==> config.mk <==
export PLATFORM = sky130hd
export DESIGN_NAME = sorted_char_list_engine
export DESIGN_NICKNAME = d
export VERILOG_FILES = /design/src/rtl/scle_pkg.sv /design/src/rtl/scle_cell.sv /design/src/rtl/sorted_char_list_engine.sv
export VERILOG_INCLUDE_DIRS = /design/src /design/src/rtl
export SDC_FILE = /design/constraint.sdc
export NUM_CORES = 1
export LEC_CHECK = 0
export ABC_AREA = 1
export BUFFER_PORTS_ARGS = -buffer_cell sky130_fd_sc_hd__buf_4
export CORE_MARGIN = 2
export CORE_UTILIZATION = 40
export DETAILED_ROUTE_END_ITERATION = 8
export GPL_TIMING_DRIVEN = 0
export SLEW_MARGIN = 20
export SYNTH_ARGS = -nofsm -noshare
export SYNTH_HDL_FRONTEND = slang
export SYNTH_SLANG_ARGS = --single-unit
==> constraint.sdc <==
create_clock -name clk -period 7 [get_ports clk]
set_clock_uncertainty 0.1 [all_clocks]
set_input_delay 1.4 -clock clk [delete_from_list [all_inputs] [get_ports clk]]
set_output_delay 1.4 -clock clk [all_outputs]
set_load 0.01 [all_outputs]
==> src/rtl/sorted_char_list_engine_defines.svh <==
// assertion macros for the sorted character list engine
`ifndef SORTED_CHAR_LIST_ENGINE_DEFINES_SVH
`define SORTED_CHAR_LIST_ENGINE_DEFINES_SVH

`ifndef ASSERT_OFF
`define ASSERT_PROP(lbl, clk, rst, prop) \
  lbl: assert property (@(posedge clk) disable iff (rst) (prop)) \
    else $error("property failed");
`define ASSERT_NEVER(lbl, clk, rst, expr) \
  lbl: assert property (@(posedge clk) disable iff (rst) !(expr)) \
    else $error("forbidden condition seen");
`else
`define ASSERT_PROP(lbl, clk, rst, prop)
`define ASSERT_NEVER(lbl, clk, rst, expr)
`endif

`endif

==> src/rtl/scle_pkg.sv <==
package scle_pkg;

  localparam logic [1:0] OP_INSERT  = 2'd0;
  localparam logic [1:0] OP_DELETE  = 2'd1;
  localparam logic [1:0] OP_REPLACE = 2'd2;

  localparam logic [1:0] ST_DONE      = 2'd0;
  localparam logic [1:0] ST_NOT_FOUND = 2'd1;
  localparam logic [1:0] ST_FULL      = 2'd2;
  localparam logic [1:0] ST_EMPTY     = 2'd3;

  typedef struct packed {
    logic [1:0]        op;
    logic signed [7:0] value;
    logic signed [7:0] replacement;
  } req_t;

  typedef struct packed {
    logic [1:0] status;
    logic [4:0] entry_count;
  } rsp_t;

  // per cycle commands broadcast to every cell
  typedef struct packed {
    logic insert;
    logic remove;
    logic replace;
  } cell_ctl_t;

  // running flags handed from one cell to the next
  typedef struct packed {
    logic ins_seen;
    logic eq_seen;
  } cell_link_t;

  typedef enum logic {
    S_IDLE,
    S_EXEC
  } state_t;

endpackage

==> src/rtl/scle_cell.sv <==
module scle_cell (
  input  logic                  clk,
  input  scle_pkg::cell_ctl_t   ctl,
  input  logic signed [7:0]     value,
  input  logic signed [7:0]     replacement,
  input  logic                  occupied,
  input  logic signed [7:0]     left_entry,
  input  logic signed [7:0]     right_entry,
  input  scle_pkg::cell_link_t  link_in,
  output scle_pkg::cell_link_t  link_out,
  output logic signed [7:0]     entry
);

  logic ins_cand;
  logic eq_match;
  logic ins_here;
  logic eq_here;
  logic signed [7:0] entry_next;

  always_comb begin
    ins_cand = !(occupied && (value > entry));
    eq_match = occupied && (entry == value);
    ins_here = ins_cand && !link_in.ins_seen;
    eq_here  = eq_match && !link_in.eq_seen;
    link_out.ins_seen = link_in.ins_seen | ins_cand;
    link_out.eq_seen  = link_in.eq_seen | eq_match;
  end

  always_comb begin
    entry_next = entry;
    if (ctl.insert && link_in.ins_seen) begin
      entry_next = left_entry;
    end else if (ctl.insert && ins_here) begin
      entry_next = value;
    end else if (ctl.remove && (link_in.eq_seen || eq_match)) begin
      entry_next = right_entry;
    end else if (ctl.replace && eq_here) begin
      entry_next = replacement;
    end
  end

  always_ff @(posedge clk) begin
    entry <= entry_next;
  end

endmodule

==> src/rtl/sorted_char_list_engine.sv <==
// Ordered list of up to LIST_DEPTH signed characters, one insert, delete or
// replace per item, one result per item carrying a status and the entry count
// after the operation. Each item has a capture step that registers the request
// and an operation step in which the row of cells compares every held entry
// against the value, passes the first-match flags along the row and shifts or
// rewrites its entries in the same edge. A result waits in an output register
// while the next item is taken in; the operation step holds only while that
// register is full. The list is empty after reset and needs no clearing pass.
`include "sorted_char_list_engine_defines.svh"

module sorted_char_list_engine #(
  parameter int LIST_DEPTH = 16
) (
  input  logic           clk,
  input  logic           rst,
  input  logic           req_valid,
  output logic           req_ready,
  input  scle_pkg::req_t req,
  output logic           rsp_valid,
  input  logic           rsp_ready,
  output scle_pkg::rsp_t rsp
);

  localparam int CW = $clog2(LIST_DEPTH + 1);

  scle_pkg::state_t     state;
  scle_pkg::state_t     state_next;
  scle_pkg::req_t       cmd;
  scle_pkg::cell_ctl_t  ctl;
  scle_pkg::cell_link_t link [LIST_DEPTH + 1];
  logic signed [7:0]    entry [LIST_DEPTH];
  logic [CW-1:0]        count;
  logic [CW-1:0]        count_next;
  logic                 commit;
  logic                 full;
  logic                 empty;
  logic                 found;
  logic [1:0]           status;
  logic                 rsp_valid_next;

  assign link[0] = '0;

  for (genvar i = 0; i < LIST_DEPTH; i++) begin : g_cell
    logic signed [7:0] left_entry;
    logic signed [7:0] right_entry;
    logic              occupied;

    if (i == 0) begin : g_first
      assign left_entry = entry[i];
    end else begin : g_mid_l
      assign left_entry = entry[i-1];
    end
    if (i == LIST_DEPTH - 1) begin : g_last
      assign right_entry = entry[i];
    end else begin : g_mid_r
      assign right_entry = entry[i+1];
    end
    assign occupied = (CW'(i) < count);

    scle_cell u_cell (
      .clk         (clk),
      .ctl         (ctl),
      .value       (cmd.value),
      .replacement (cmd.replacement),
      .occupied    (occupied),
      .left_entry  (left_entry),
      .right_entry (right_entry),
      .link_in     (link[i]),
      .link_out    (link[i+1]),
      .entry       (entry[i])
    );
  end

  assign full  = (count == CW'(LIST_DEPTH));
  assign empty = (count == '0);
  assign found = link[LIST_DEPTH].eq_seen;

  always_ff @(posedge clk) begin
    if (rst) begin
      state <= scle_pkg::S_IDLE;
    end else begin
      state <= state_next;
    end
  end

  always_comb begin
    state_next = state;
    req_ready  = 1'b0;
    commit     = 1'b0;
    unique case (state)
      scle_pkg::S_IDLE: begin
        req_ready = 1'b1;
        if (req_valid) begin
          state_next = scle_pkg::S_EXEC;
        end
      end
      scle_pkg::S_EXEC: begin
        if (!rsp_valid || rsp_ready) begin
          commit     = 1'b1;
          state_next = scle_pkg::S_IDLE;
        end
      end
    endcase
  end

  always_comb begin
    status = scle_pkg::ST_NOT_FOUND;
    ctl    = '0;
    unique case (cmd.op)
      scle_pkg::OP_INSERT: begin
        status     = full ? scle_pkg::ST_FULL : scle_pkg::ST_DONE;
        ctl.insert = commit && !full;
      end
      scle_pkg::OP_DELETE: begin
        status     = empty ? scle_pkg::ST_EMPTY :
                     (found ? scle_pkg::ST_DONE : scle_pkg::ST_NOT_FOUND);
        ctl.remove = commit && found;
      end
      scle_pkg::OP_REPLACE: begin
        status      = empty ? scle_pkg::ST_EMPTY :
                      (found ? scle_pkg::ST_DONE : scle_pkg::ST_NOT_FOUND);
        ctl.replace = commit && found;
      end
      default: begin
        status = scle_pkg::ST_NOT_FOUND;
      end
    endcase
  end

  always_comb begin
    count_next = count;
    if (ctl.insert) begin
      count_next = count + CW'(1);
    end else if (ctl.remove) begin
      count_next = count - CW'(1);
    end
  end

  assign rsp_valid_next = commit ? 1'b1 : (rsp_ready ? 1'b0 : rsp_valid);

  always_ff @(posedge clk) begin
    if (rst) begin
      count     <= '0;
      rsp_valid <= 1'b0;
    end else begin
      count     <= count_next;
      rsp_valid <= rsp_valid_next;
    end
  end

  always_ff @(posedge clk) begin
    if (req_valid && req_ready) begin
      cmd <= req;
    end
    if (commit) begin
      rsp.status      <= status;
      rsp.entry_count <= 5'(count_next);
    end
  end

  `ASSERT_PROP(a_count_bound, clk, rst, count <= CW'(LIST_DEPTH))
  `ASSERT_PROP(a_count_idle, clk, rst, (state != scle_pkg::S_EXEC) |=> $stable(count))
  `ASSERT_PROP(a_rsp_from_exec, clk, rst, $rose(rsp_valid) |-> $past(state) == scle_pkg::S_EXEC)
  `ASSERT_NEVER(a_ctl_excl, clk, rst, !$onehot0({ctl.insert, ctl.remove, ctl.replace}))

endmodule

# == Word level (Yosys, flattened, before mapping) ==
# Index checks and enable logic that the tools add are counted.
# word_totals
register_bits,160
inputBits,22
mem_bits_ro,0
latch_bits,0
memories,0
ram_bits,0
# op_classes
reduce_logical,211
n_eq_ne,20
n_lt_le_gt_ge,32
shifts,0
multipliers,0
add_sub_neg,2
bitwise_logic,30
n_mux,80
div_mod_pow,0
# ops
cell,n
8-bit 2-to-1 mux,63
8-bit equality test,16
8-bit > comparator,16
1-bit logical AND,127
4-bit nonzero test,14
1-bit logical NOT,47
4-bit by 5-bit less-than comparator with 1-bit output (first input constant),8
1-bit bitwise OR,29
3-bit by 5-bit less-than comparator with 1-bit output (first input constant),4
1-bit logical OR,16
1-bit 2-to-1 mux,11
1-bit by 5-bit less-than comparator with 1-bit output (first input constant),2
2-bit by 5-bit less-than comparator with 1-bit output (first input constant),2
5-bit 2-to-1 mux,2
3-bit nonzero test,2
5-bit by 1-bit adder with 5-bit output (second input constant),1
5-bit equality test (second input constant),1
5-bit logical NOT,1
5-bit by 1-bit subtractor with 5-bit output (second input constant),1
2-bit 2-to-1 mux,2
2-bit case mux with 2 select lines,1
3-bit by 1-bit != test with 1-bit output (second input constant),1
2-bit by 1-bit equality test with 1-bit output (second input constant),1
2-bit equality test (second input constant),1
other kinds (6),6

# == Logic depth before layout (Yosys ltp) ==
# Gate-level depths: netlist of the first run.
# logic_depth
word_depth,24
mapped_depth,24

# == Modules after synthesis ==
# A second synthesis of the first run with hierarchy kept.
# unflattened
cells_unflattened,2387
hier_area_um2,17416.7
# by_module_without_submodules
module,area_per_inst_um2,seq_area_each_um2,n_inst,cells_per_inst
scle_cell,989.7,240.2,16,140
sorted_char_list_engine,1581.5,890.9,1,147

# == Least setup slack after synthesis of the first run ==
# Ideal clock, no wire load.
# synth_timing
kind,reg2reg
start,register cmd[8] (netlist name)
end,"register g_cell[13].u_cell.entry[0], enable pin"
synth_period_minus_slack_ns,4.272
path_slack_ns,2.728
setup_time_ns,0.404
arrival_time_ns,3.768
stages_incl_launch_ff,19
path_buffers,2
required_ns,6.496
path_cell_list,edfxtp_1 inv_1 clkbuf_1 ha_1 nand2_1 inv_1 nand2_1 nor2_1 nand3_2 nand4_4 nor2_4 nand4_2 nor2_4 nand4_4 nor2_4 nand4_4 nand3_1 buf_2 o311ai_0
# synth_via
elab_chain_len,21
elab_cells_between_ends,114
# synth_rtl
item,line,rtl
"start, declared",sorted_char_list_engine.sv:28,scle_pkg::req_t cmd;
"start signal, assigned",sorted_char_list_engine.sv:153,cmd <= req;
8-bit equality test,scle_cell.sv:22,eq_match = occupied && (entry == value);
1-bit logical AND,scle_cell.sv:22,
1-bit bitwise OR (15 in series),scle_cell.sv:26,link_out.eq_seen = link_in.eq_seen | eq_match;
1-bit logical AND,"sorted_char_list_engine.sv:117, sorted_char_list_engine.sv:122",
1-bit 2-to-1 mux,sorted_char_list_engine.sv:109,unique case (cmd.op)
"1-bit logical AND, on equally long branches","scle_cell.sv:37, scle_cell.sv:35",
4-bit nonzero test (no source line) (*),n/a,
"end signal, assigned",scle_cell.sv:43,entry <= entry_next;
"end, declared",scle_cell.sv:11,output logic signed [7:0] entry
# Mark *: on every way between the ends. The rest lies on a longest branch, timed or not.
# A chain may end at the register's enable or synchronous reset.

# == Worst setup path after layout of the first run ==
# layout_timing
start,register cmd[8] (netlist name)
end,"register g_cell[8].u_cell.entry[4], enable pin"
# layout_via
elab_chain_len,21
elab_cells_between_ends,94
# layout_rtl
item,line
8-bit equality test,scle_cell.sv:22
1-bit logical AND,scle_cell.sv:22
1-bit bitwise OR (15 in series),scle_cell.sv:26
1-bit logical AND,"sorted_char_list_engine.sv:117, sorted_char_list_engine.sv:122"
1-bit 2-to-1 mux,sorted_char_list_engine.sv:109
"1-bit logical AND, on equally long branches","scle_cell.sv:37, scle_cell.sv:35"
4-bit nonzero test (no source line) (*),n/a
"end signal, assigned",scle_cell.sv:43
"end, declared",scle_cell.sv:11
# Marked as above.

==> metrics.md, run 1 <==
| Metric | Value |
|---|---|
| Status | finished clean |
| Starting Density | 40.3% |
| Internal Power | 1.79 mW |
| Clk slew on worst S/H paths | 80 ps |
| Sequential share of power | 43.6% |
| Nets@finish | 2127 |
| Reg2reg start | cmd[8] |
| Mux contribution to synthesized area | 0% |
| Die area | 0.0361 sq mm |
| Cell Area, Synth | 0.0138 sq mm |
| Main combinational cell family by area after synthesis | simple AND/OR/NAND/NOR gates |
| PortBufs | 30 |
| Number of CTS-inserted buffers | 17 |
| GR Util met3 | 4.87% |
| Ant diodes | 0 |
| Synth Flop Type | edfxtp_1 |
| Resize count post-CTS | 0 |
| Drt first pass iters | 6 |
| Final Hold Fails | 0 |
| Top-count cell post-synth | nand2_1 |
| Syn avg cell area | 7.27 sq um |
| Combinational share of power | 20.9% |
| Ratio of cells with drive above 1 in the final layout | 8.43% |
| Max incr delay on CP | 690 ps |
| DR vias/cell | 5.70 |
| CP top delay family | simple AND/OR/NAND/NOR gates |
| Worst-Margin Slew | 1280 ps |
| Vias | 13890 |
| Pwr Density | 172 mW/mm^2 |
| Dpl cell area | 0.0150 sq mm |
| Dominant cells by area after synthesis | edfxtp_1 (33%), nand2_1 (15%), ha_1 (12%) |
| Top Usage Layer GRT | met2 |
| Number of synthesized flops with an enable pin | 153 |
| Dpl cells | 2405 |
| DRT iter0 DRCs | 1513 |
| Setup ws final | 1560 ps |
| Initial antenna violation count | 0 |
| Hold crit path type | reg -> reg |
| Area leader, netlist | edfxtp_1 |
| Top-area cell type share of the netlist area | 33.2% |
| Net Sw Power | 0.887 mW |
| Slew Viols, Final | 0 |
| Critical Path AT | 5400 ps |
| Leak | 7.45 nW |
| Seq/Total Area, Yosys | 34.3% |
| Post-synthesis adder-cell area fraction | 12.3% |
| Ports | 31 |
| Most frequent cells after synthesis | nand2_1 (544), inv_1 (302), nand3_1 (181) |
| TritonCTS clock tree | built |
| Clock share of power | 35.5% |
| Critical path, cell by cell | inv_1 -> clkbuf_2 -> buf_12 -> ha_1 -> nand2_1 -> nor2_1 -> nand3_2 -> nand4_4 -> nor2_4 -> nand4_2 -> nor2_4 -> nand4_4 -> nor2_4 -> nand4_4 -> nand3_1 -> buf_2 -> inv_1 -> nand3_1 -> nand3_1 |
| Synth cell types | 47 |
| Worst hold start | rsp_valid |
| Die height | 190 um |
| Vias in the first global route | 13311 |
| Fillers | 3480 |
| Post-synthesis simple-gate area fraction | 30.6% |
| # Post-CTS Setup Buffers | 0 |
| Num rows | 68 |
| DP Worst Slack | 1730 ps |
| Sw Ratio | 33.2% |
| Max Fanout on Critical Path | 17 |
| CP max stage cell | edfxtp_1 |
| Total negative slack | 0 ps |
| Clk root buf | clkbuf_16 |
| Mapped Nets | 2060 |
| Wirelength per Cell | 21.6 um |
| Yosys warnings | 0 |
| Syn Inst Count | 1902 |
| Unrepaired setup endpoints after global routing | no |
| Clock sink count | 160 |
| Total GRT Usage | 29.5% |
| Compound-cell area share of the yosys netlist | 12.3% |
| Final ANT Viol Nets | 0 |
| Synth-to-Final Area Change | 12.6% |
| Setup crit start kind | flop |
| Yosys reg bits | 160 |
| Max VDD drop | 0.166 mV |
| WL final | 52.8 mm |
| # H-tree levels | 4 |
| Buffers & Inverters on Critical Path | 5 |
| Post-synthesis xor/xnor area fraction | 0.253% |
| Post-synth ARST share | 0% |
| Max Fclk | 184 MHz |
| Period utilization | 77.7% |
| Non-filler cells, final | 2437 |
| Max-slew headroom | 14.5% |
| Setup-failing EPs final | 0 |
| Post-CTS Hold Buffers | 0 |
| CORE AREA | 0.0343 sq mm |
| Setup crit start | cmd[8] |
| Remaining DRCs | 0 |
| Data required time of the critical path | 6960 ps |
| Post-Layout Inst Area | 0.0156 sq mm |
| Longest Clk Path Bufs | 2 |
| Max Cap Viol | 0 |
| Largest net degree at the start of global routing | 18 |
| Setup Crit Path Kind | reg -> reg |
| M1 GR Usage | 38.0% |
| Element type at the critical path end | flop |
| Clock latency on the worst-skew pair | 470 ps |
| First-pass GRT wire length | 78.9 mm |
| DP Wirelength | 39.3 mm |
| Total grt overflow | 0 |
| Final GP Congestion | 0.977 |
| Fin crit period | 5440 ps |
| Met2 Usage GRT | 48.4% |
| DIE WIDTH | 190 um |
==> final cells by class <==
cell class / count / area [sq um] / share of cell area (%)
inverters: 317 / 1190 / 7.68
plain buffers: 47 / 226 / 1.45
well taps: 455 / 569 / 3.66
clock inverters: 13 / 115 / 0.740
repair buffers: 48 / 512 / 3.29
multi-input cells: 1378 / 7770 / 49.9
flip-flops and latches: 160 / 4730 / 30.4
clock buffers: 19 / 443 / 2.85
==> kinds of logic (layout without fill, tap and decap cells) <==
kind of cell	Yosys count	after routing
flip-flops	160	160
buffers and inverters	364	444
XOR/XNOR	4	4
adder cells (fa/ha/maj)	136	136
AND/OR/NAND/NOR	941	941
AO/OA/AOI/OAI	297	297
==> power by group through the flow <==
stage | Combinational (mW) | Clock (mW) | Sequential (mW)
floorplan | 0.340 | 0 | 1.17
global placement | 0.482 | 0 | 1.21
detailed placement | 0.546 | 0 | 1.19
CTS | 0.549 | 0.938 | 1.17
global route | 0.621 | 0.976 | 1.17
finish | 0.559 | 0.949 | 1.17
==> worst reg2reg max path, stage by stage (launching register included) <==
cell and delay [ps]:
edfxtp_1 690, inv_1 110, clkbuf_2 300, buf_12 260, ha_1 310, nand2_1 70, nor2_1 60, nand3_2 140
nand4_4 190, nor2_4 210, nand4_2 230, nor2_4 250, nand4_4 150, nor2_4 200, nand4_4 210, nand3_1 350
buf_2 490, inv_1 230, nand3_1 120, nand3_1 370
==> metal layers <==
layer,up-vias,share of wire (%)
li1,6476,-
met2,724,45
met5,-,0
met3,178,8.9
met4,0,5.0
met1,6512,41
==> registers in the layout, indices dropped and copies added (netlist names) <==
name and flops:
cmd 18, g_cell.u_cell.entry 128, state 1, rsp 7
rsp_valid 1, count 5
==> cells in the final DEF, fill, tap and decap left out, types with 4 or more instances in the layout <==
cell	n
nand2_1	544
inv_1	302
nand3_1	181
edfxtp_1	153
ha_1	136
a21oi_1	125
nor2_1	111
o21ai_0	86
buf_4	38
clkbuf_1	29
a21boi_0	24
nand4_1	22
nor3_1	22
clkbuf_16	17
nand4_2	14
o311ai_2	12
nor2_2	11
buf_8	10
o21ai_1	9
nor2_4	8
o21a_1	8
o21bai_1	8
clkinv_1	8
inv_6	8
nor4_1	7
a211oi_1	7
dfxtp_1	7
inv_2	6
nand3_2	6
buf_2	5
nand2_2	5
a221oi_1	5
a21boi_1	5
buf_6	4
clkinv_4	4
nand4_4	4
xor2_1	4
buf_1	4
==> metrics by stage <==
step                      total power, mW  utilization, %  hold WS (ps)
final                                2.67            45.4           422
after global routing                 2.77            45.4           453
after CTS                            2.65            45.4           419
after detailed placement             1.73            43.7           403
after global placement               1.69            42.6           383
after floorplan                      1.51               -           399
==> final timing paths <==
path                               end  depth (start not counted)  slack, ps
min                          rsp_valid                          2        420
max reg2reg  g_cell[8].u_cell.entry[4]                         19       1560
max          g_cell[8].u_cell.entry[4]                         19       1560
min reg2reg                  rsp_valid                          2        420
Power figures use the tool's default switching activity.
==> inputs of run 2 (changes only) <==
Settings changed: ABC_AREA 1 to 0.
Clock period 7 ns to 4.9 ns, I/O delays scaled along.
==> metrics.md, run 2 <==
| Metric | Value |
|---|---|
| R2r setup slk | 110 ps |
| Post-CTS Hold Buffers | 0 |
| Worst hold start | state |
| First-pass GRT wire length | 74.3 mm |
| WL final | 50.5 mm |
| Setup-failing EPs final | 0 |
| Period utilization | 97.9% |
| Synth cell types | 84 |
| Ratio of cells with drive above 1 in the final layout | 13.2% |
| Area of the multi-input gates | 0.00806 sq mm |
| Register Area | 0.00473 sq mm |
| Most common cell after layout, fill and taps aside | edfxtp_1 |
| Syn avg cell area | 9.52 sq um |
| Die area | 0.0353 sq mm |
| Top Usage Layer GRT | met2 |
| Seq/Total Area, Yosys | 35.0% |
| Reg-to-reg endpoint | g_cell[0].u_cell.entry[5] |
| Clk slew on worst S/H paths | 70 ps |
| Number of synthesized flops with an enable pin | 153 |
| Worst-Margin Slew | 1030 ps |
| Setup Crit Path Kind | reg -> reg |
| Slew Viols, Final | 0 |
| Final Hold Fails | 0 |
| # H-tree levels | 4 |
| Cell Area, Synth | 0.0135 sq mm |
| Max incr delay on CP | 640 ps |
| Fillers | 3191 |
| Critical path, cell by cell | buf_8 -> ha_1 -> nand4_1 -> a211oi_1 -> a21oi_1 -> nand3b_1 -> o311a_1 -> clkbuf_2 -> o21ai_0 -> o21ai_1 |
| GR Util met3 | 5.88% |
| M1 GR Usage | 37.6% |
| Longest Clk Path Bufs | 2 |
| Top-area cell type share of the netlist area | 33.9% |
| Ports | 31 |
| Yosys reg bits | 160 |
| TritonCTS clock tree | built |
| Hold depth | 2 |
| Worst Hold Path EP | state |
| Synth Flop Type | edfxtp_1 |
| Total grt overflow | 0 |
| Unrepaired setup endpoints after global routing | no |
| Dpl cells | 1913 |
| Starting Density | 40.5% |
| Max Fclk | 209 MHz |
| Syn Inst Count | 1422 |
| Top-count cell post-synth | edfxtp_1 |
| Area leader, netlist | edfxtp_1 |
| Total GRT Usage | 28.4% |
| Met2 Usage GRT | 44.3% |
| DRT iter0 DRCs | 1435 |
| Post-synth ARST share | 0% |
| Data required time of the critical path | 4890 ps |
| Largest registers | g_cell.u_cell.entry (128), cmd (18), rsp (7) |
| Setup crit start kind | flop |
| PortBufs | 30 |
| Element type at the critical path end | flop |
| Most frequent cells after synthesis | edfxtp_1 (153), inv_1 (137), ha_1 (136) |
| Total negative slack | 0 ps |
| Die height | 188 um |
| Hold_ws | 453 ps |
| Clk root buf | clkbuf_16 |
| Wirelength per Cell | 25.9 um |
| Clock latency on the worst-skew pair | 460 ps |
| DIE WIDTH | 188 um |
| CORE AREA | 0.0334 sq mm |
| Drt first pass iters | 6 |
| Non-filler cells, final | 1948 |
| Clock sink count | 160 |
| Largest net degree at the start of global routing | 22 |
| DP Wirelength | 38.3 mm |
| Critical Path AT | 4780 ps |
| DR vias/cell | 6.38 |
| Fin crit period | 4790 ps |
| Max FFs per register | 128 |
| Pwr Density | 250 mW/mm^2 |
| Number of CTS-inserted buffers | 17 |
| DP Worst Slack | -512 ps |
| Yosys warnings | 0 |
| Vias in the first global route | 12044 |
| Nets@finish | 1645 |
| Vias | 12420 |
| Max VDD drop | 0.351 mV |
| Remaining DRCs | 0 |
| Status | finished clean |
| Initial antenna violation count | 1 |
| Synth-to-Final Area Change | 13.1% |
| Max Fanout on Critical Path | 11 |
| Final ANT Viol Nets | 0 |
| Num rows | 67 |
| Final GP Congestion | 0.974 |
| Max-slew headroom | 31.1% |
| Hold crit path type | reg -> reg |
| Max Cap Viol | 0 |
| Biggest register | g_cell.u_cell.entry |
| Reg2reg start | cmd[12] |
| CP max stage cell | edfxtp_1 |
| Reg2Reg Depth | 10 |
| Ant diodes | 0 |
| Most frequent cells in the layout | edfxtp_1 (153), inv_1 (136), ha_1 (136) |
| Dominant cells by area after synthesis | edfxtp_1 (34%), ha_1 (13%), mux2i_1 (9.0%) |
| Mapped Nets | 1580 |
| Setup ws final | 105 ps |
| Leak | 6.32 nW |
-- run 2: cell types whose count changed after synthesis, sizes merged, moves of 28 or more --
cell | previous run | this run
nand2 | 550 | 82
mux2 | 0 | 50
nor2 | 130 | 57
nand3 | 188 | 42
a21oi | 125 | 85
mux2i | 0 | 122
inv | 308 | 137
a21boi | 29 | 1
-- run 2: repair_timing --
item | in CTS | in global routing
gates resized for setup | 10 | 7
endpoints found under the hold margin | 0 | 0
endpoints found under the setup margin | 97 | 64
cloned | 0 | 0
setup buffers | 0 | 3
-- run 2: cell families after synthesis --
kind of cell    count (synthesis)  synth area share [%]
flops                         160                  35.0
mux                           172                  13.2
fa+ha+maj                     136                  12.6
xor+xnor                        4                 0.259
buf+inv                       206                  5.95
simple gates                  349                  14.0
compound gates                395                  19.1
-- run 2: power breakdown --
part	leakage [nW]	switching [mW]	internal, mW	total (mW)
combinational	4.54	0.414	0.255	0.669
sequential	1.46	0.0616	1.58	1.64
clock	0.319	0.627	0.893	1.52
total	6.32	1.10	2.73	3.83
-- run 2: worst max path at each step --
stage	endpoint	depth (start not counted)	startpoint	slack, ps
after floorplan	g_cell[13].u_cell.entry[0]	11	cmd[13]	1040
after global placement	g_cell[2].u_cell.entry[3]	9	cmd[12]	-990
after detailed placement	g_cell[3].u_cell.entry[4]	10	cmd[8]	-510
after CTS	g_cell[14].u_cell.entry[6]	13	cmd[13]	100
after global routing	g_cell[4].u_cell.entry[6]	10	cmd[12]	1
final	g_cell[0].u_cell.entry[5]	10	cmd[12]	110
-- run 2: per-stage QoR --
stage          area (sq um)  power (mW)  utilization [%]
2_1_floorplan         13500        2.05                -
3_3_place_gp          14300        2.27             42.8
3_5_place_dp          14600        2.31             43.5
4_1_cts               15200        3.81             45.6
5_1_grt               15300        3.95             45.8
6_report              15300        3.83             45.8
-- run 2: layer usage --
| metal | share of wire [%] | vias to the layer above |
|---|---|---|
| met5 | 0 | - |
| met4 | 4.8 | 0 |
| met3 | 8.6 | 148 |
| met2 | 45 | 711 |
| met1 | 42 | 5990 |
| li1 | - | 5571 |
-- run 2: worst max-delay path: cells and delay by family (launching register included) --
family | cells | cell delay (ps)
DFF | 1 | 640
and+or+nand+nor | 2 | 510
AOI/OAI and AO/OA | 5 | 2100
buffers and inverters | 2 | 720
adders and majority gates | 1 | 310
-- run 2: cell type report --
| class | count | area share (%) |
|---|---|---|
| multi-input combinational | 1056 | 52.6 |
| sequential | 160 | 30.9 |
| tap | 448 | 3.66 |
| inverter | 137 | 3.37 |
| timing repair buffer | 46 | 3.30 |
| clock buffer | 19 | 2.96 |
| buffer | 69 | 1.91 |
| clock inverter | 13 | 1.30 |
